**src/sv/interval_scheduling_count_macros.svh**
```systemverilog
// Assertion macros shared by the interval scheduling counter modules.
`ifndef INTERVAL_SCHEDULING_COUNT_MACROS_SVH
`define INTERVAL_SCHEDULING_COUNT_MACROS_SVH

// Same-cycle implication, checked on every rising clock edge outside reset.
`define ISC_ASSERT_IMPL(label, ante, cons, msg) \
    label: assert property (@(posedge clk) disable iff (!rst_n) (ante) |-> (cons)) \
        else $error(msg);

// Next-cycle implication, checked on every rising clock edge outside reset.
`define ISC_ASSERT_NEXT(label, ante, cons, msg) \
    label: assert property (@(posedge clk) disable iff (!rst_n) (ante) |=> (cons)) \
        else $error(msg);

`endif

```
**src/sv/isc_pkg.sv**
```systemverilog
// Shared types and constants of the interval scheduling counter.
package isc_pkg;

    localparam int MAX_INTERVALS = 256;
    localparam int TIME_SCALE    = 100;
    localparam int COUNT_MAX     = 511;
    localparam int KEY_W         = 12;
    localparam int FILL_W        = $clog2(MAX_INTERVALS + 1);
    localparam int QDEPTH        = 4;
    localparam int QPTR_W        = $clog2(QDEPTH);
    localparam int QCNT_W        = $clog2(QDEPTH + 1);

    typedef struct packed {
        logic [4:0] start_hour;
        logic [5:0] start_minute;
        logic [4:0] end_hour;
        logic [5:0] end_minute;
        logic       last_interval;
    } isc_in_t;

    typedef struct packed {
        logic [8:0] selected_count;
        logic       overflow;
    } isc_out_t;

    // Sort key: end time first, start time breaks ties.
    typedef struct packed {
        logic [KEY_W-1:0] end_key;
        logic [KEY_W-1:0] start_key;
    } isc_key_t;

    typedef struct packed {
        isc_key_t key;
        logic     store;
        logic     last;
        logic     overflow;
    } isc_entry_t;

    typedef struct packed {
        logic full;
        logic empty;
    } isc_qstat_t;

endpackage

```
**src/sv/isc_queue.sv**
```systemverilog
// Short FIFO that decouples the intake front end from the sorting back end.
`include "interval_scheduling_count_macros.svh"

module isc_queue (
    input  logic                clk,
    input  logic                rst_n,
    input  logic                push,
    input  isc_pkg::isc_entry_t wr_entry,
    input  logic                pop,
    output isc_pkg::isc_entry_t rd_entry,
    output isc_pkg::isc_qstat_t qstat
);
    import isc_pkg::*;

    isc_entry_t        mem_reg [QDEPTH];
    logic [QPTR_W-1:0] wr_ptr_reg, wr_ptr_next;
    logic [QPTR_W-1:0] rd_ptr_reg, rd_ptr_next;
    logic [QCNT_W-1:0] count_reg, count_next;

    always_comb
    begin
        wr_ptr_next = wr_ptr_reg;
        rd_ptr_next = rd_ptr_reg;
        count_next  = count_reg;
        if (push)
        begin
            wr_ptr_next = (wr_ptr_reg == QPTR_W'(QDEPTH - 1)) ? '0 : wr_ptr_reg + 1'b1;
        end
        if (pop)
        begin
            rd_ptr_next = (rd_ptr_reg == QPTR_W'(QDEPTH - 1)) ? '0 : rd_ptr_reg + 1'b1;
        end
        if (push && !pop)
        begin
            count_next = count_reg + 1'b1;
        end
        else if (pop && !push)
        begin
            count_next = count_reg - 1'b1;
        end
    end

    always_ff @(posedge clk or negedge rst_n)
    begin
        if (!rst_n)
        begin
            wr_ptr_reg <= '0;
            rd_ptr_reg <= '0;
            count_reg  <= '0;
        end
        else
        begin
            wr_ptr_reg <= wr_ptr_next;
            rd_ptr_reg <= rd_ptr_next;
            count_reg  <= count_next;
        end
    end

    always_ff @(posedge clk)
    begin
        if (push)
        begin
            mem_reg[wr_ptr_reg] <= wr_entry;
        end
    end

    assign rd_entry    = mem_reg[rd_ptr_reg];
    assign qstat.full  = (count_reg == QCNT_W'(QDEPTH));
    assign qstat.empty = (count_reg == '0);

    `ISC_ASSERT_IMPL(a_no_push_when_full, push, !qstat.full, "queue written while full")
    `ISC_ASSERT_IMPL(a_no_pop_when_empty, pop, !qstat.empty, "queue read while empty")

endmodule

```
**config.mk**
```make
export PLATFORM = sky130hd
export DESIGN_NAME = isc_queue
export DESIGN_NICKNAME = d
export VERILOG_FILES = /design/src/sv/isc_pkg.sv /design/src/sv/isc_queue.sv
export VERILOG_INCLUDE_DIRS = /design/src /design/src/sv
export SDC_FILE = /design/constraint.sdc
export NUM_CORES = 1
export LEC_CHECK = 0
export BUFFER_PORTS_ARGS = -buffer_cell sky130_fd_sc_hd__buf_2
export CAP_MARGIN = 20
export CORE_ASPECT_RATIO = 1.1
export CORE_MARGIN = 5
export CORE_UTILIZATION = 30
export CTS_BUF_LIST = sky130_fd_sc_hd__clkbuf_8
export DETAILED_ROUTE_END_ITERATION = 6
export SLEW_MARGIN = 20
export SYNTH_ARGS = -nofsm -noshare
export SYNTH_HDL_FRONTEND = slang
export SYNTH_SLANG_ARGS = --single-unit
export TNS_END_PERCENT = 5
```
**constraint.sdc**
```tcl
create_clock -name clk -period 1.9 [get_ports clk]
set_input_delay 0.285 -clock clk [delete_from_list [all_inputs] [get_ports clk]]
set_output_delay 0.285 -clock clk [all_outputs]
set_load 0.02 [all_outputs]
```
# Word-level counts from Yosys, hierarchy flattened
# Memories as Yosys holds them, arrays and structs flattened.
# Index checks and enable logic that the tools add are counted.
classes:
  n_addsub: 4
  multipliers: 0
  div_mod_pow: 0
  n_lt_le_gt_ge: 0
  eq_ne: 3
  shifts: 0
  mux: 6
  bitwise: 0
  reduce_logical: 6
op_table:
  columns: ["op", "n"]
  rows:
  - ["$mux W3", 2]
  - ["$add A2 B1 Y2 const B", 2]
  - ["$eq A2 B2 Y1 const B", 2]
  - ["$mux W2", 2]
  - ["$add A3 B1 Y3 const B", 1]
  - ["$eq A3 B3 Y1 const B", 1]
  - ["$logic_not A3 Y1", 1]
  - ["$sub A3 B1 Y3 const B", 1]
  - ["$logic_and A1 B1 Y1", 2]
  - ["$logic_not A1 Y1", 2]
  - ["$mux W1", 2]
  - ["$reduce_bool A2 Y1", 1]
word_totals:
  regBits: 7
  latchBits: 0
  ram_bits: 108
  mem_bits_ro: 0
  input_bits: 31
  out_inout_bits: 29
  word_cells: 23
  mem_count: 1
memory_table:
  columns: ["memory", "words", "word_bits", "read_ports", "rd_clocked_by_memory_dff", "wr", "line_no", "rtl"]
  rows:
  - ["mem_reg", 4, 27, 1, 0, 1, "isc_queue.sv:15", "isc_entry_t mem_reg [QDEPTH];"]

# Depth between registers and ports, before layout
# Gate-level depths: netlist of the first run.
logic_depth:
  depth_word: 4
  depth_mapped: 7
  ltp_nobuf: 7

# Worst setup path before layout of the first run
# No wires, ideal clock.
synth_timing:
  kind: "register to register"
  from: "register wr_ptr_reg[0]"
  to: "memory mem_reg[2][0] in the netlist's numbering, enable pin"
  setup_ps: 386
  arrival_ps: 1296
  required_ps: 1514
  slack_ps: 218
  path_stages_with_launch: 4
  n_path_buf: 0
  synth_period_minus_slack_ps: 1682
  cell_sequence: "dfrtp_1 inv_1 ha_1 and2_1"
synth_lines:
  columns: ["item", "line_no", "rtl"]
  rows:
  - ["start: declaration", "isc_queue.sv:16", "logic [QPTR_W-1:0] wr_ptr_reg, wr_ptr_next;"]
  - ["start signal: assignment", "isc_queue.sv:53", "wr_ptr_reg <= wr_ptr_next;"]
  - ["end: declaration", "isc_queue.sv:15", null]
# Straight into the memory's write port.

==> impl_results.md, run 1 <==
* Status: finished, violations left
* Failing checks: setup timing
* Initial antenna violation count at 1
* RSZ-0062 raised after global routing: yes
* Global-route wire length before repair at between 10,000 and 15,000 um
* Largest net degree at the start of global routing at 28
* Clk pin slew, worst setup/hold paths at 0.07 ns
* Critical path buffers and inverters at 2
* Nets@finish at 298
* Die Span Y at roughly 140 um
* Top Ports at 60
* CTS HTree Levels at 4
* Leak Pwr at between 0.0015 and 0.002 uW
* Pwr Density at 1550 mW/mm^2
* Minimum clock period at 2.04 ns
* Area Overhead vs Synth at 24.6%
* Mapped Area at 0.00432 sq mm
* Vias per cell at approximately 4.3
* DRC errors left at 0
* Max_slew headroom at 79.0%
* CTS tree: done
* Leading area contributor after synthesis: edfxtp_1
* Worst setup path class: register to output port
* Sequential element share of the synthesized area at 79.1%
* Critical Path RT at between 1.5 and 2 ns
* Max-cap violations at 0
* Skew final at about 0.0083 ns
* Mapped Nets at 216
* Wire length per cell at ~17 um
* Final max-slew violation count at 0
* Syn_area_per_cell at 24.3 sq um
* Final setup viols at 27
* Worst-path cell chain: clkbuf_16 > mux4_2 > buf_2
* Worst endpoint data arrival time at around 1.8 ns
* Finished Layout Cells at 464
* Final ANT Viol Nets at 0
* Core area at 0.0143 sq mm
* Final Wtd Congestion at ~0.65
* Fin crit share at 107%
* Hold Vio Cnt, Final at 0
* Synth area leaders: edfxtp_1 75%, mux4_2 14%, dfrtp_1 4.1%
* Worst setup margin at -0.136 ns
* Ratio of cells with drive above 1 in the final layout at 48.2%
* PortBufs at 59
* Worst-margin pin slew at between 0.3 and 0.4 ns
* Top cell type's share of synthesized area at 75.1%
* Slowest cell on crit path: mux4_2
* CTS root buf: clkbuf_8
* Die ar. at 0.0169 sq mm
* Yosys cell types at 20
* Vias at 1,978
* Yosys warns at 0
* #FFs+latches synth at 115
* Row count at 46
* Overflow after GRT at 0
* Mapped Cells at ~180
* CP Max Fanout at 9
* Critical Path Max Stage Delay at 0.50 ns
* Final hold slack at 0.0778 ns
* Hold Path Class: primary input to register
* Iter 0 DRT Violations at 114
* Vias in the first global route at around 2,300
* Die width at 124 um
* Fin Setup TNS at -2.90 ns
* Max Freq at 0.491 GHz
* Worst-Skew Late Latency at roughly 0.42 ns
* Post-Route WL at between 7000 and 8000 um
* DRT Pass-1 Iters at 4
* Worst vdd ir at 661 uV
* Initial Util at 30.3%
* Placed Cells at 431
* Type of origin of the critical path: register
* Max FFs per register at 108
* Design Power at 8330 uW
* CP top delay family: multiplexers
* Dpl hpwl at about 4900 um
* Global Route Usage Sum at ~10%
* Max clock buf depth at 2
* TritonCTS Buffers at 17
* Number of clock sinks at 115
* Place WS at around 0.28 ns
* Worst Setup End Kind: output port
* Antenna cells at 0
[what timing repair did]
| action | CTS | global route |
|---|---|---|
| gates resized for setup | 2 | 6 |
| gates cloned | 0 | 1 |
| hold buffers | 1 | 0 |
| endpoints found under the hold margin | 7 | 0 |
| setup endpoints to repair | 27 | 27 |
| setup buffers | 0 | 0 |
[final cells by class]
cell class | count | area (sq um)
clock inverter | 14 | 146
timing repair buffer | 69 | 490
tap | 192 | 240
clock buffer | 17 | 234
sequential | 115 | 3420
inverter | 4 | 15.0
multi-input combinational | 53 | 838
fill | 1369 | 8890
[cell usage after synthesis (all sizes together)]
cell type,number
edfxtp,108
mux2,3
ha,6
o21ai,2
fa,1
inv,4
nor2,3
buf,6
nor3,1
dfrtp,7
xnor2,1
mux4,27
xor2,2
nand2,2
and2,4
nor3b,1
[report_power, final]
group | internal, uW | total [uW] | switching, uW
clock | 1260 | 2170 | 909
combinational | 1270 | 2740 | 1470
sequential | 3270 | 3420 | 154
total | 5790 | 8330 | 2530
[metal layers]
layer | up-vias | global-route usage (%) | part of all wire [%]
li1 | 904 | - | -
met1 | 1013 | 11.0 | 41
met2 | 47 | 16.3 | 52
met3 | 12 | 4.68 | 5.9
met4 | 2 | 4.93 | 1.3
met5 | - | 0 | 0.17
[placed cells by master (no fill, tap or decap)]
cell type        n
edfxtp_1       108
buf_2           55
mux4_2          26
clkbuf_8        17
ha_1             6
clkinv_2         6
buf_12           6
inv_1            5
dfrtp_1          5
and2_2           4
buf_6            4
mux2_2           3
nor2_1           3
bufinv_16        3
nand2_1          2
o21ai_0          2
xor2_1           2
clkinvlp_4       2
clkinv_1         2
buf_4            2
dfrtp_2          2
nor3b_1          1
nor3_1           1
mux4_1           1
xnor2_1          1
fa_1             1
clkbuf_16        1
dlygate4sd3_1    1
[worst register-to-register path, cell delays in order (launching register included)]
cell	delay (ns)
dfrtp_1	0.40
ha_1	0.18
and2_2	0.34
buf_12	0.22
[worst paths after layout]
| check | startpoint | to | slack (ns) | cells after the start |
|---|---|---|---|---|
| min in group asynchronous | rst_n | count_reg[1] | 0.22 | 2 |
| setup reg to reg | wr_ptr_reg[0] | mem_reg[3][23] | 0.45 | 3 |
| max in group asynchronous | rst_n | rd_ptr_reg[0] | 1.50 | 2 |
| hold reg to reg | count_reg[2] | count_reg[2] | 0.49 | 1 |
| setup / recovery | rd_ptr_reg[0] | rd_entry[1] | -0.14 | 3 |
| hold / removal | wr_entry[10] | mem_reg[3][10] | 0.08 | 1 |
[per-stage QoR]
stage	area (sq um)	util, %
6_report	5390	37.7
5_1_grt	5390	37.7
3_3_place_gp	4940	34.6
2_1_floorplan	4320	-
3_5_place_dp	4940	34.6
4_1_cts	5340	37.4
[cell families (layout without fill, tap and decap cells)]
logic type | count (synthesis) | in the layout | share of synthesized area, %
buf+inv | 10 | 104 | 1.59
mux | 30 | 30 | 14.9
simple gates | 11 | 11 | 1.30
xor+xnor | 3 | 3 | 0.608
fa+ha+maj | 7 | 7 | 2.20
flops | 115 | 115 | 79.1
compound gates | 2 | 2 | 0.232
(Power assumes the default switching activity.)
==> run 2, diff against run 1 <==
--- a/config.mk
+++ b/config.mk
@@ -13,6 +13,7 @@
 export CORE_UTILIZATION = 30
 export CTS_BUF_LIST = sky130_fd_sc_hd__clkbuf_8
 export DETAILED_ROUTE_END_ITERATION = 6
+export MAX_ROUTING_LAYER = met4
 export SLEW_MARGIN = 20
 export SYNTH_ARGS = -nofsm -noshare
 export SYNTH_HDL_FRONTEND = slang
==> run 2 against run 1 <==
First-iteration DRC count up 12%. Clock-buffer cell count stayed put. Via count is 0.56% lower. Critical path depth stayed put. Largest cell class unchanged. The flow still finishes with violations (setup timing). Non-clock buffer count did not move. Clock skew is 0.0020 ns higher. Die area unchanged. Combinational power about the same. Register-to-register slack barely moved.
==> impl_results.md, run 2 (synthesis gave the netlist of run 1 again) <==
* Worst vdd ir at 661 uV
* Place WS at between 0.2 and 0.3 ns
* Die ar. at 0.0169 sq mm
* Hold Path Class: primary input to register
* RSZ-0062 raised after global routing: yes
* Filler cell count in the final layout at 1,368
* Vias in the first global route at approximately 2,300
* Fin crit share at 107%
* Dpl hpwl at 4860 um
* Row count at 46
* Initial Util at 30.3%
* Top Ports at 60
* Final Cell Area at between 0.005 and 0.006 sq mm
* Type of origin of the critical path: register
* Final ANT Viol Nets at 0
* Ratio of cells with drive above 1 in the final layout at 48.2%
* Vias per cell at 4.23
* CTS HTree Levels at 4
* CTS root buf: clkbuf_8
* Hold Vio Cnt, Final at 0
* Final max-slew violation count at 0
* Die Span Y at 136 um
* CP Max Fanout at 9
* Final Wtd Congestion at between 0.6 and 0.7
* Placed Area at 0.00494 sq mm
* Minimum clock period at 2.04 ns
* Global Route Usage Sum at 10.3%
* Clk pin slew, worst setup/hold paths at 0.06 ns
* Leak Pwr at 0.00189 uW
* PortBufs at 59
* Nets@finish at 298
* Iter 0 DRT Violations at 128
* Initial antenna violation count at 1
* Critical Path RT at 1.62 ns
* Post-Route WL at 7850 um
* Failing checks: setup timing
* Core area at about 0.014 sq mm
* CTS tree: done
* Max_slew headroom at 78.6%
* Register area at 0.00342 sq mm
* Worst setup path class: register to output port
* Vias at between 1,500 and 2,000
* Pwr Density at between 1500 and 2000 mW/mm^2
* Largest net degree at the start of global routing at 28
* Met1 Use GR at 11.1%
* Routing usage on met2 at 16.3%
* Overflow after GRT at 0
* Max FFs per register at around 110
* Worst-margin pin slew at 0.321 ns
* Skew final at 0.0103 ns
* DRT Pass-1 Iters at 4
* DRC errors left at 0
* Max Freq at 0.491 GHz
* Worst endpoint data arrival time at 1.75 ns
* TritonCTS Buffers at 17
* Die width at 124 um
* Most frequent cells in the layout: 108 x edfxtp_1, 55 x buf_2, 26 x mux4_2, 17 x clkbuf_8
* Global-route wire length before repair at 12,300 um
* Worst-Skew Late Latency at 0.42 ns
* Worst Setup End Kind: output port
* Final setup viols at 27
* Area Overhead vs Synth at 24.7%
* Commonest non-fill, non-tap cell in the layout: edfxtp_1
* Status: finished, violations left
* Number of clock sinks at 115
* Max-cap violations at 0
* Gr busiest metal: met2
* Wire length per cell at 16.9 um
* Worst setup margin at -0.135 ns
* Area occupied by multi-input gates at 838 sq um
* Met3 Usage GRT at 4.75%
* Post-layout util at 37.7%
* Max clock buf depth at 2
## run 2: per-stage QoR
step	cells	power (uW)	TNS, ns	hold WS (ns)
2_1_floorplan	178	5250	0	-0.0106
3_3_place_gp	431	6110	0	0.125
3_5_place_dp	431	6170	0	0.128
4_1_cts	463	8400	-4.22	0.0323
5_1_grt	465	8810	-5.78	0.0429
6_report	465	8320	-2.84	0.0791
## run 2: path summary, 6_finish.rpt
kind,from,endpoint,slack (ns),cells past startpoint
max,rd_ptr_reg[0],rd_entry[1],-0.14,3
min,wr_entry[20],mem_reg[0][20],0.08,1
max reg2reg,wr_ptr_reg[0],mem_reg[3][23],0.44,3
min reg2reg,count_reg[2],count_reg[2],0.49,1
max in group asynchronous,rst_n,rd_ptr_reg[0],1.50,2
min in group asynchronous,rst_n,count_reg[1],0.22,2
## run 2: routing by layer
metal / wire length (um) / up-vias
met1: 3270 / 1007
met5: 0 / -
li1: - / 905
met3: 465 / 9
met4: 81 / 0
met2: 4040 / 46
## run 2: where the power goes
part	switching (uW)	total, uW	internal [uW]
Clock	915	2170	1260
Sequential	154	3420	3270
Combinational	1460	2730	1270
Total	2530	8320	5790
## run 2: repair_timing
| action | CTS | global route |
|---|---|---|
| resized for setup | 2 | 6 |
| hold buffers | 1 | 0 |
| hold endpoints to repair | 7 | 0 |
| gates cloned | 0 | 1 |
| setup endpoints to repair | 27 | 27 |
| buffers inserted | 0 | 0 |
## run 2: critical path, cell delays in order (launching register included)
cell       delay, ns
dfrtp_2         0.45
clkbuf_16       0.21
mux4_2          0.50
buf_2           0.18
## run 2: final cells by class
class                           instances  area share, %
Antenna cell                            1         0.0464
Clock buffer                           17           4.34
Clock inverter                         14           2.72
Inverter                                4          0.279
Multi-Input combinational cell         53           15.6
Sequential cell                       115           63.5
Tap cell                              192           4.46
Timing Repair Buffer                   69           9.10
