==> config.mk <==
export PLATFORM = sky130hd
export DESIGN_NAME = isc_front
export DESIGN_NICKNAME = d
export VERILOG_FILES = /design/src/sv/interval_scheduling_count_macros.svh /design/src/sv/isc_pkg.sv /design/src/sv/isc_front.sv
export SDC_FILE = /design/constraint.sdc
export NUM_CORES = 1
export LEC_CHECK = 0
export ABC_AREA = 1
export BUFFER_PORTS_ARGS = -buffer_cell sky130_fd_sc_hd__buf_2
export CAP_MARGIN = 10
export CORE_UTILIZATION = 58
export DETAILED_ROUTE_END_ITERATION = 8
export GPL_TIMING_DRIVEN = 0
export PLACE_DENSITY = 0.88
export SYNTH_ARGS = -nofsm -noshare
export SYNTH_HDL_FRONTEND = slang
export SYNTH_SLANG_ARGS = --single-unit
==> constraint.sdc <==
create_clock -name clk -period 6.5 [get_ports clk]
set_clock_uncertainty 0.15 [all_clocks]
set_input_delay 0.325 -clock clk [delete_from_list [all_inputs] [get_ports clk]]
set_output_delay 0.325 -clock clk [all_outputs]
set_load 0.01 [all_outputs]
==> src/sv/interval_scheduling_count_macros.svh <==
// Assertion macros shared by the interval scheduling counter modules.
`ifndef INTERVAL_SCHEDULING_COUNT_MACROS_SVH
`define INTERVAL_SCHEDULING_COUNT_MACROS_SVH

// Same-cycle implication, checked on every rising clock edge outside reset.
`define ISC_ASSERT_IMPL(label, ante, cons, msg) \
    label: assert property (@(posedge clk) disable iff (!rst_n) (ante) |-> (cons)) \
        else $error(msg);

// Next-cycle implication, checked on every rising clock edge outside reset.
`define ISC_ASSERT_NEXT(label, ante, cons, msg) \
    label: assert property (@(posedge clk) disable iff (!rst_n) (ante) |=> (cons)) \
        else $error(msg);

`endif

==> src/sv/isc_pkg.sv <==
// Shared types and constants of the interval scheduling counter.
package isc_pkg;

    localparam int MAX_INTERVALS = 256;
    localparam int TIME_SCALE    = 100;
    localparam int COUNT_MAX     = 511;
    localparam int KEY_W         = 12;
    localparam int FILL_W        = $clog2(MAX_INTERVALS + 1);
    localparam int QDEPTH        = 4;
    localparam int QPTR_W        = $clog2(QDEPTH);
    localparam int QCNT_W        = $clog2(QDEPTH + 1);

    typedef struct packed {
        logic [4:0] start_hour;
        logic [5:0] start_minute;
        logic [4:0] end_hour;
        logic [5:0] end_minute;
        logic       last_interval;
    } isc_in_t;

    typedef struct packed {
        logic [8:0] selected_count;
        logic       overflow;
    } isc_out_t;

    // Sort key: end time first, start time breaks ties.
    typedef struct packed {
        logic [KEY_W-1:0] end_key;
        logic [KEY_W-1:0] start_key;
    } isc_key_t;

    typedef struct packed {
        isc_key_t key;
        logic     store;
        logic     last;
        logic     overflow;
    } isc_entry_t;

    typedef struct packed {
        logic full;
        logic empty;
    } isc_qstat_t;

endpackage

==> src/sv/isc_front.sv <==
// Intake front end: converts times to keys, tracks fill and overflow per set.
module isc_front (
    input  logic                clk,
    input  logic                rst_n,
    input  logic                item_valid,
    output logic                item_stall,
    input  isc_pkg::isc_in_t    item,
    input  isc_pkg::isc_qstat_t qstat,
    output logic                push,
    output isc_pkg::isc_entry_t entry
);
    import isc_pkg::*;

    logic [FILL_W-1:0] stored_reg, stored_next;
    logic              ovf_reg, ovf_next;
    logic              room;

    function automatic logic [KEY_W-1:0] time_key(input logic [4:0] hour,
                                                  input logic [5:0] minute);
        return KEY_W'(hour) * KEY_W'(TIME_SCALE) + KEY_W'(minute);
    endfunction

    assign item_stall = qstat.full;
    assign push       = item_valid && !qstat.full;
    assign room       = (stored_reg != FILL_W'(MAX_INTERVALS));

    always_comb
    begin
        entry.key.start_key = time_key(item.start_hour, item.start_minute);
        entry.key.end_key   = time_key(item.end_hour, item.end_minute);
        entry.store         = room;
        entry.last          = item.last_interval;
        entry.overflow      = ovf_reg || !room;

        stored_next = stored_reg;
        ovf_next    = ovf_reg;
        if (push)
        begin
            if (item.last_interval)
            begin
                stored_next = '0;
                ovf_next    = 1'b0;
            end
            else if (room)
            begin
                stored_next = stored_reg + 1'b1;
            end
            else
            begin
                ovf_next = 1'b1;
            end
        end
    end

    always_ff @(posedge clk or negedge rst_n)
    begin
        if (!rst_n)
        begin
            stored_reg <= '0;
            ovf_reg    <= 1'b0;
        end
        else
        begin
            stored_reg <= stored_next;
            ovf_reg    <= ovf_next;
        end
    end

endmodule

After elaboration in Yosys (flattened, before gate mapping)
Index checks and enable logic that the tools add are counted.
{"block": "word_totals", "register_bits": 10, "input_bits": 28, "out_inout_bits": 29, "word_cells": 20}
{"block": "op_classes", "add_sub_neg": 3, "mul": 2, "n_eq_ne": 2, "muxes": 4, "n_reduce_logical": 7}
{"cell": "adder 12 x 6 -> 12 bit", "n": 2}
{"cell": "multiplier 5 x 5 -> 10 bit, second input constant", "n": 2}
{"cell": "2-to-1 mux 9 bit", "n": 2}
{"cell": "adder 9 x 1 -> 9 bit, second input constant", "n": 1}
{"cell": "!= test 9 bit, second input constant", "n": 1}
{"cell": "AND reduction 2 bit", "n": 2}
{"cell": "logical NOT 1 bit", "n": 2}
{"cell": "2-to-1 mux 1 bit", "n": 2}
{"cell": "!= test 2 bit, second input constant", "n": 1}
{"cell": "nonzero test 2 bit", "n": 1}
{"cell": "logical AND 1 bit", "n": 1}
{"cell": "logical OR 1 bit", "n": 1}

Longest topological paths before layout
Gate-level depths: netlist of the first run.
{"block": "depth", "depth_word": 3, "mapped_depth": 15, "depth_no_buf": 15}

Least setup slack after synthesis of the first run
Ideal clock, no wire load.
{"block": "synth_timing", "path_kind": "input -> output", "startpoint": "input item[18] (netlist bit)", "endpoint": "output entry[11] (netlist bit)", "t_arrival_ns": 2.175, "t_required_ns": 6.025, "path_slack_ns": 3.850, "path_stages": 9, "path_buffers": 0, "cell_sequence": "ha_1 > ha_1 > ha_1 > fa_1 > nand2_1 > inv_1 > nand3_1 > o21ai_0 > xnor2_1"}
{"element": "start, declared", "line": "isc_front.sv:7", "source": "input isc_pkg::isc_in_t item,"}
{"element": "end, declared", "line": "isc_front.sv:10", "source": "output isc_pkg::isc_entry_t entry"}

==> impl_metrics.py, run 1 <==
metrics = {
    "placed_design": {
        "gp_congestion": 0.7923,
        "portBuffers": 51,
        "postPlaceCellArea_mm2": 0.002436,
        "preCtsSetupSlack_ps": 3476,
        "numPlacedInstances": 410,
        "dpl_hpwl_um": 3706,
    },
    "synth": {
        "netlist_top_cells_count": "nand2_1 (95), inv_1 (50), ha_1 (44)",
        "ys_warnings": 0,
        "yosysSeqAreaShare": 0.1179,
        "synth_cell_types": 28,
        "post_synthesis_sequential_element_count": 10,
        "netlist.area_leader.share": 0.2593,
        "synth_enable_flop_cells": 0,
        "postSynthNetCount": 389,
        "synth.cell_area_mm2": 0.002123,
        "share_of_async_settable_or_async_resettable_flops_after_synthesis": 1.000,
        "synth_top_area_cell": "ha_1",
        "gate_count_after_technology_mapping": 313,
        "netlist_top_cells_area": "ha_1 (26%), nand2_1 (17%), dfrtp_1 (12%)",
        "synth_top_flop_cell": "dfrtp_1",
        "post-synth-top-count-cell": "nand2_1",
        "avgSynthCellArea_um2": 6.784,
    },
    "timing": {
        "tns_ps": 0,
        "rsz0062_at_grt": "false",
        "setup_violations": 0,
        "period_minus_slack_ps": 3036,
        "relSlewSlack": 0.8248,
        "tightest_slew_ps": 262.5,
        "maxSlewViolCount": 0,
        "finalHoldViolCount": 0,
        "min_period_over_period": 0.4671,
        "setup_slack_ps": 3464,
        "max_freq_mhz": 329.3,
    },
    "finish": {
        "antenna_cells": 0,
        "finish.utilization": 0.7227,
        "syn_to_final_growth_pct": 16.26,
        "largest_reg_flops": 9,
        "regArea_um2": 250.2,
        "multi_input_combinational_cell_area_mm2": 0.001595,
        "post_layout_net_count": 446,
        "layoutNonFillerInstCount": 414,
        "post_route_cells_drive_above_1_share": 0.2201,
        "finish.instance_area_mm2": 0.002469,
        "fill_cells": 286,
    },
    "setup_path": {
        "timing.critical_path.from_type": "primary input",
        "cp_max_fo": 4,
        "setup.worst_path.end_class": "output port",
        "critical_path_arrival_ps": 2560,
        "timing_worst_setup_path_type": "in -> out",
        "critPathRequiredTime_ps": 6020,
    },
    "cts": {
        "clock_tree_from_tritoncts": "done",
        "htreeDepth": 1,
        "tritoncts.num_buffers": 3,
        "clock_sinks": 10,
        "cts_setup_buffers": 0,
        "cts.reportedPaths.clkPinSlew_ps": 70,
        "clock_latency_ps": 270,
        "cts_buffer_depth": 2,
        "cts_root_buf": "clkbuf_4",
        "holdBufCountCts": 1,
        "cts_repair_resize_count": 0,
    },
    "route": {
        "firstDrtPassIters": 4,
        "routed_wl_um": 4404,
        "post-route-drc-count": 0,
        "post_drt_via_cell_ratio": 5.118,
        "total_vias_in_the_final_route": 2119,
        "ant_nets": 0,
        "drtIter0Drc": 104,
        "post_drt_wl_per_cell_um": 10.64,
    },
    "floorplan": {
        "core_region_area_mm2": 0.003416,
        "num_io_pins": 57,
        "floorplan.die.width_um": 62.51,
        "placement_rows": 21,
        "chip_height_um": 62.51,
        "initial_utilization": 0.6216,
        "dieArea_mm2": 0.003907,
    },
    "min_path": {
        "class_of_the_tightest_hold_or_removal_check": "in -> reg",
    },
    "global_routing": {
        "via_count_of_the_first_global_routing_pass": 2184,
        "gr-usage-all-layers": 0.2460,
        "global_route.overflow_total": 0,
        "grt_max_degree": 11,
        "grt_pass1_wl_um": 8052,
        "number_of_antenna_violations_at_the_first_check_in_global_routing": 0,
    },
    "power_and_ir_drop": {
        "power.static_leakage_nw": 1.502,
        "power_per_cell_area_mw_per_mm2": 145.1,
        "vdd.ir_drop.worst_mv": 0.1051,
    },
    "outcome": {
        "run_status": "finished, final reports clean",
    },
    "run": {
        "reported_max_cap_violation_count": 0,
    },
}
where the power goes:
group / switching, W / total [W] / internal [W]
Combinational: 0.000146 / 0.000249 / 0.000103
Clock: 0.0000202 / 0.0000415 / 0.0000213
Sequential: 0.00000300 / 0.0000679 / 0.0000649
layer usage:
| metal | track usage | vias to the layer above | routed length [um] |
|---|---|---|---|
| li1 | - | 1113 | - |
| met1 | 0.2550 | 956 | 1976 |
| met2 | 0.5082 | 44 | 2250 |
| met3 | 0.02007 | 6 | 127 |
| met4 | 0.07267 | 0 | 49 |
| met5 | 0 | - | 0 |
cell usage in the layout, fill, tap and decap left out, types with 3 or more instances in the layout:
cell type  netlist  final
a31oi_1          3      3
buf_2            0     51
inv_1           50     50
nand2_2          3      3
nand2_1         95     95
xor2_1          10     10
dfrtp_1         10     10
nor2_1           9      9
clkbuf_4         0      3
nand4_1          8      8
buf_4            7      7
ha_1            44     44
inv_2            4      4
o21ai_1          4      4
nand3_1         33     33
o21ai_2          4      4
fa_1             4      4
xnor2_1          6      6
layout make-up:
class,instances,area share
buffer,9,0.03041
clock buffer,3,0.009123
inverter,54,0.08211
timing repair buffer,52,0.1075
sequential,10,0.1014
multi-input combinational,240,0.6462
tap,46,0.02331
cell families after synthesis:
kind of cell,after synthesis,share of synthesized area
adder cells (fa/ha/maj),48,0.2970
AND/OR/NAND/NOR,157,0.3300
AO/OA/AOI/OAI,19,0.05834
buffers and inverters,63,0.1308
flip-flops,10,0.1179
XOR/XNOR,16,0.06600
worst max-delay path, cell delays in order:
cell     delay [ps]
buf_2           130
inv_1            50
ha_1            270
inv_1            40
ha_1            280
ha_1            300
ha_1            340
nand2_1         110
nor2_1           50
nor2_1          130
nand2_1          80
nand2_1          60
nand2_1          90
inv_1            70
nand2_1          50
nand2_1          70
buf_2           130
final timing paths:
path / endpoint / startpoint / depth (start not counted) / slack [ps]
min in group asynchronous: stored_reg[4] / rst_n / 2 / 290
max in group asynchronous: ovf_reg / rst_n / 2 / 5710
hold reg to reg: ovf_reg / ovf_reg / 2 / 390
setup / recovery: entry[14] / item[21] / 17 / 3460
setup reg to reg: stored_reg[0] / stored_reg[0] / 8 / 4910
hold / removal: stored_reg[4] / item[0] / 4 / 190
through the flow:
stage	hold WS, ps	total power, W
after floorplan	-120.6	0.0002430
after global placement	44.29	0.0003084
after detailed placement	45.04	0.0003159
after CTS	192.1	0.0003593
after global routing	205.9	0.0003967
final	187.3	0.0003581
No activity file was read; power rests on OpenSTA's default activity.
==> inputs of run 2 (changes only) <==
--- a/config.mk
+++ b/config.mk
@@ -8,10 +8,10 @@
 export ABC_AREA = 1
 export BUFFER_PORTS_ARGS = -buffer_cell sky130_fd_sc_hd__buf_2
 export CAP_MARGIN = 10
-export CORE_UTILIZATION = 58
+export CORE_UTILIZATION = 49
 export DETAILED_ROUTE_END_ITERATION = 8
 export GPL_TIMING_DRIVEN = 0
-export PLACE_DENSITY = 0.88
+export PLACE_DENSITY = 0.79
 export SYNTH_ARGS = -nofsm -noshare
 export SYNTH_HDL_FRONTEND = slang
 export SYNTH_SLANG_ARGS = --single-unit
==> constraint.sdc (replaced) <==
create_clock -name clk -period 2.5 [get_ports clk]
set_clock_uncertainty 0.15 [all_clocks]
set_input_delay 0.125 -clock clk [delete_from_list [all_inputs] [get_ports clk]]
set_output_delay 0.125 -clock clk [all_outputs]
set_load 0.01 [all_outputs]
==> impl_metrics.py, run 2 (same netlist as run 1, synthesis figures left out) <==
metrics = {
    "outcome": {
        "run_status": "finished, final reports clean",
    },
    "cts": {
        "clock_latency_ps": 240,
        "cts_buffer_depth": 2,
        "clock_tree_from_tritoncts": "done",
        "clock_sinks": 10,
        "cts.reportedPaths.clkPinSlew_ps": 50,
        "tritoncts.num_buffers": 3,
        "htreeDepth": 1,
        "cts_root_buf": "clkbuf_8",
    },
    "floorplan": {
        "num_io_pins": 57,
        "floorplan.die.width_um": 67.83,
        "placement_rows": 23,
        "core_region_area_mm2": 0.004086,
        "initial_utilization": 0.5196,
        "chip_height_um": 67.83,
        "dieArea_mm2": 0.004600,
    },
    "route": {
        "post-route-drc-count": 0,
        "post_drt_wl_per_cell_um": 11.42,
        "firstDrtPassIters": 4,
        "ant_nets": 0,
        "total_vias_in_the_final_route": 2182,
        "routed_wl_um": 4797,
        "drtIter0Drc": 104,
        "post_drt_via_cell_ratio": 5.195,
    },
    "timing": {
        "setup_slack_ps": 62.33,
        "relSlewSlack": 0.8321,
        "tightest_slew_ps": 251.6,
        "maxSlewViolCount": 0,
        "rsz0062_at_grt": "true",
        "setup_violations": 0,
        "finalHoldViolCount": 0,
        "period_minus_slack_ps": 2438,
        "max_freq_mhz": 410.2,
        "min_period_over_period": 0.9751,
    },
    "power_and_ir_drop": {
        "clock_power_share": 0.177,
        "power.static_leakage_nw": 1.516,
        "switching_share": 0.4360,
        "p_int_w": 0.0006429,
        "power_per_cell_area_mw_per_mm2": 414.3,
        "vdd.ir_drop.worst_mv": 0.2961,
        "power_frac_seq": 0.155,
        "power.combinational.fraction": 0.668,
        "p_sw_w": 0.0004970,
    },
    "global_routing": {
        "grt_pass1_wl_um": 7541,
        "grt_max_degree": 11,
        "gr-usage-all-layers": 0.2106,
        "global_route.overflow_total": 0,
        "via_count_of_the_first_global_routing_pass": 1969,
        "number_of_antenna_violations_at_the_first_check_in_global_routing": 0,
    },
    "finish": {
        "antenna_cells": 0,
        "layout_common_cells": "nand2_1 (90), inv_1 (47), buf_2 (47)",
        "largest_reg_flops": 9,
        "layout.cells.most_common": "nand2_1",
        "layoutNonFillerInstCount": 420,
        "post_layout_net_count": 447,
        "post_route_cells_drive_above_1_share": 0.3081,
        "syn_to_final_growth_pct": 29.58,
        "fill_cells": 351,
    },
    "setup_path": {
        "timing_worst_setup_path_type": "in -> out",
        "rr_endpoint": "stored_reg[3]",
        "timing.critical_path.from_type": "primary input",
        "critical_path.startpoint": "item[20]",
        "critical_path_arrival_ps": 2160,
        "critPathRequiredTime_ps": 2230,
        "r2r_cells": 9,
        "r2r-start": "stored_reg[0]",
        "setup.worst_path.end": "entry[14]",
        "cp_max_fo": 4,
        "setup.worst_path.end_class": "output port",
        "timing.reg2reg.setup_slack_ps": 900,
    },
    "placed_design": {
        "portBuffers": 51,
        "preCtsSetupSlack_ps": -92.02,
        "gp_congestion": 0.8044,
        "numPlacedInstances": 414,
        "dpl_hpwl_um": 3576,
    },
    "min_path": {
        "class_of_the_tightest_hold_or_removal_check": "in -> reg",
    },
    "run": {
        "reported_max_cap_violation_count": 0,
    },
}
## run 2: layer usage
metal	up-vias	GRT usage	routed length (um)
met1	999	0.2301	2043
met4	0	0.06250	22
met3	2	0.02167	207
met5	-	0	0
met2	65	0.4183	2523
li1	1116	-	-
## run 2: cell type report
| type | count | area (um^2) | area share |
|---|---|---|---|
| Timing Repair Buffer | 53 | 282.8 | 0.1028 |
| Multi-Input combinational cell | 240 | 1823 | 0.6626 |
| Inverter | 54 | 202.7 | 0.07367 |
| Tap cell | 50 | 62.56 | 0.02274 |
| Clock buffer | 4 | 55.05 | 0.02001 |
| Buffer | 9 | 75.07 | 0.02729 |
| Sequential cell | 10 | 250.2 | 0.09095 |
## run 2: through the flow
| stage | power (W) | instance area (um^2) | util | hold WS, ps | setup TNS (ps) |
|---|---|---|---|---|---|
| floorplan | 0.0006317 | 2123 | - | -320.6 | 0 |
| global placement | 0.0008043 | 2441 | 0.5974 | -155.7 | -140.9 |
| detailed placement | 0.0008184 | 2441 | 0.5974 | -153.2 | -257.7 |
| CTS | 0.001066 | 2589 | 0.6335 | 22.97 | -21.44 |
| global route | 0.001238 | 2751 | 0.6733 | 46.75 | -74.58 |
| finish | 0.001140 | 2751 | 0.6733 | 19.73 | 0 |
## run 2: worst min-delay path by stage
stage	from	slack, ps	to	depth (start not counted)
after floorplan	rst_n	-320	ovf_reg	0
after global placement	rst_n	-160	stored_reg[6]	1
after detailed placement	rst_n	-150	stored_reg[6]	1
after CTS	item[0]	20	stored_reg[4]	4
after global routing	item[0]	50	stored_reg[4]	4
final	item[0]	20	stored_reg[4]	4
## run 2: repair_timing
| action | in CTS | in global routing |
|---|---|---|
| endpoints found under the hold margin | 10 | 0 |
| setup endpoints to repair | 6 | 7 |
| hold buffers | 1 | 0 |
| buffers inserted | 1 | 0 |
| pin swaps | 6 | 6 |
| resized for setup | 11 | 28 |
## run 2: worst max-delay path, cell delays in order
cell,delay (ps)
buf_2,130
ha_1,290
ha_1,290
ha_1,240
ha_4,300
nand3_1,100
nand2_1,100
nand2_1,60
nand2_1,110
inv_1,70
nand3_1,80
nand2_1,50
nand2_1,80
buf_2,130
## run 2: power groups by stage
stage / clock (W) / combinational, W / sequential, W
6_report: 0.000202 / 0.000761 / 0.000177
5_1_grt: 0.000211 / 0.000848 / 0.000178
4_1_cts: 0.000204 / 0.000685 / 0.000177
3_5_place_dp: 0 / 0.000638 / 0.000180
3_3_place_gp: 0 / 0.000625 / 0.000180
2_1_floorplan: 0 / 0.000453 / 0.000178
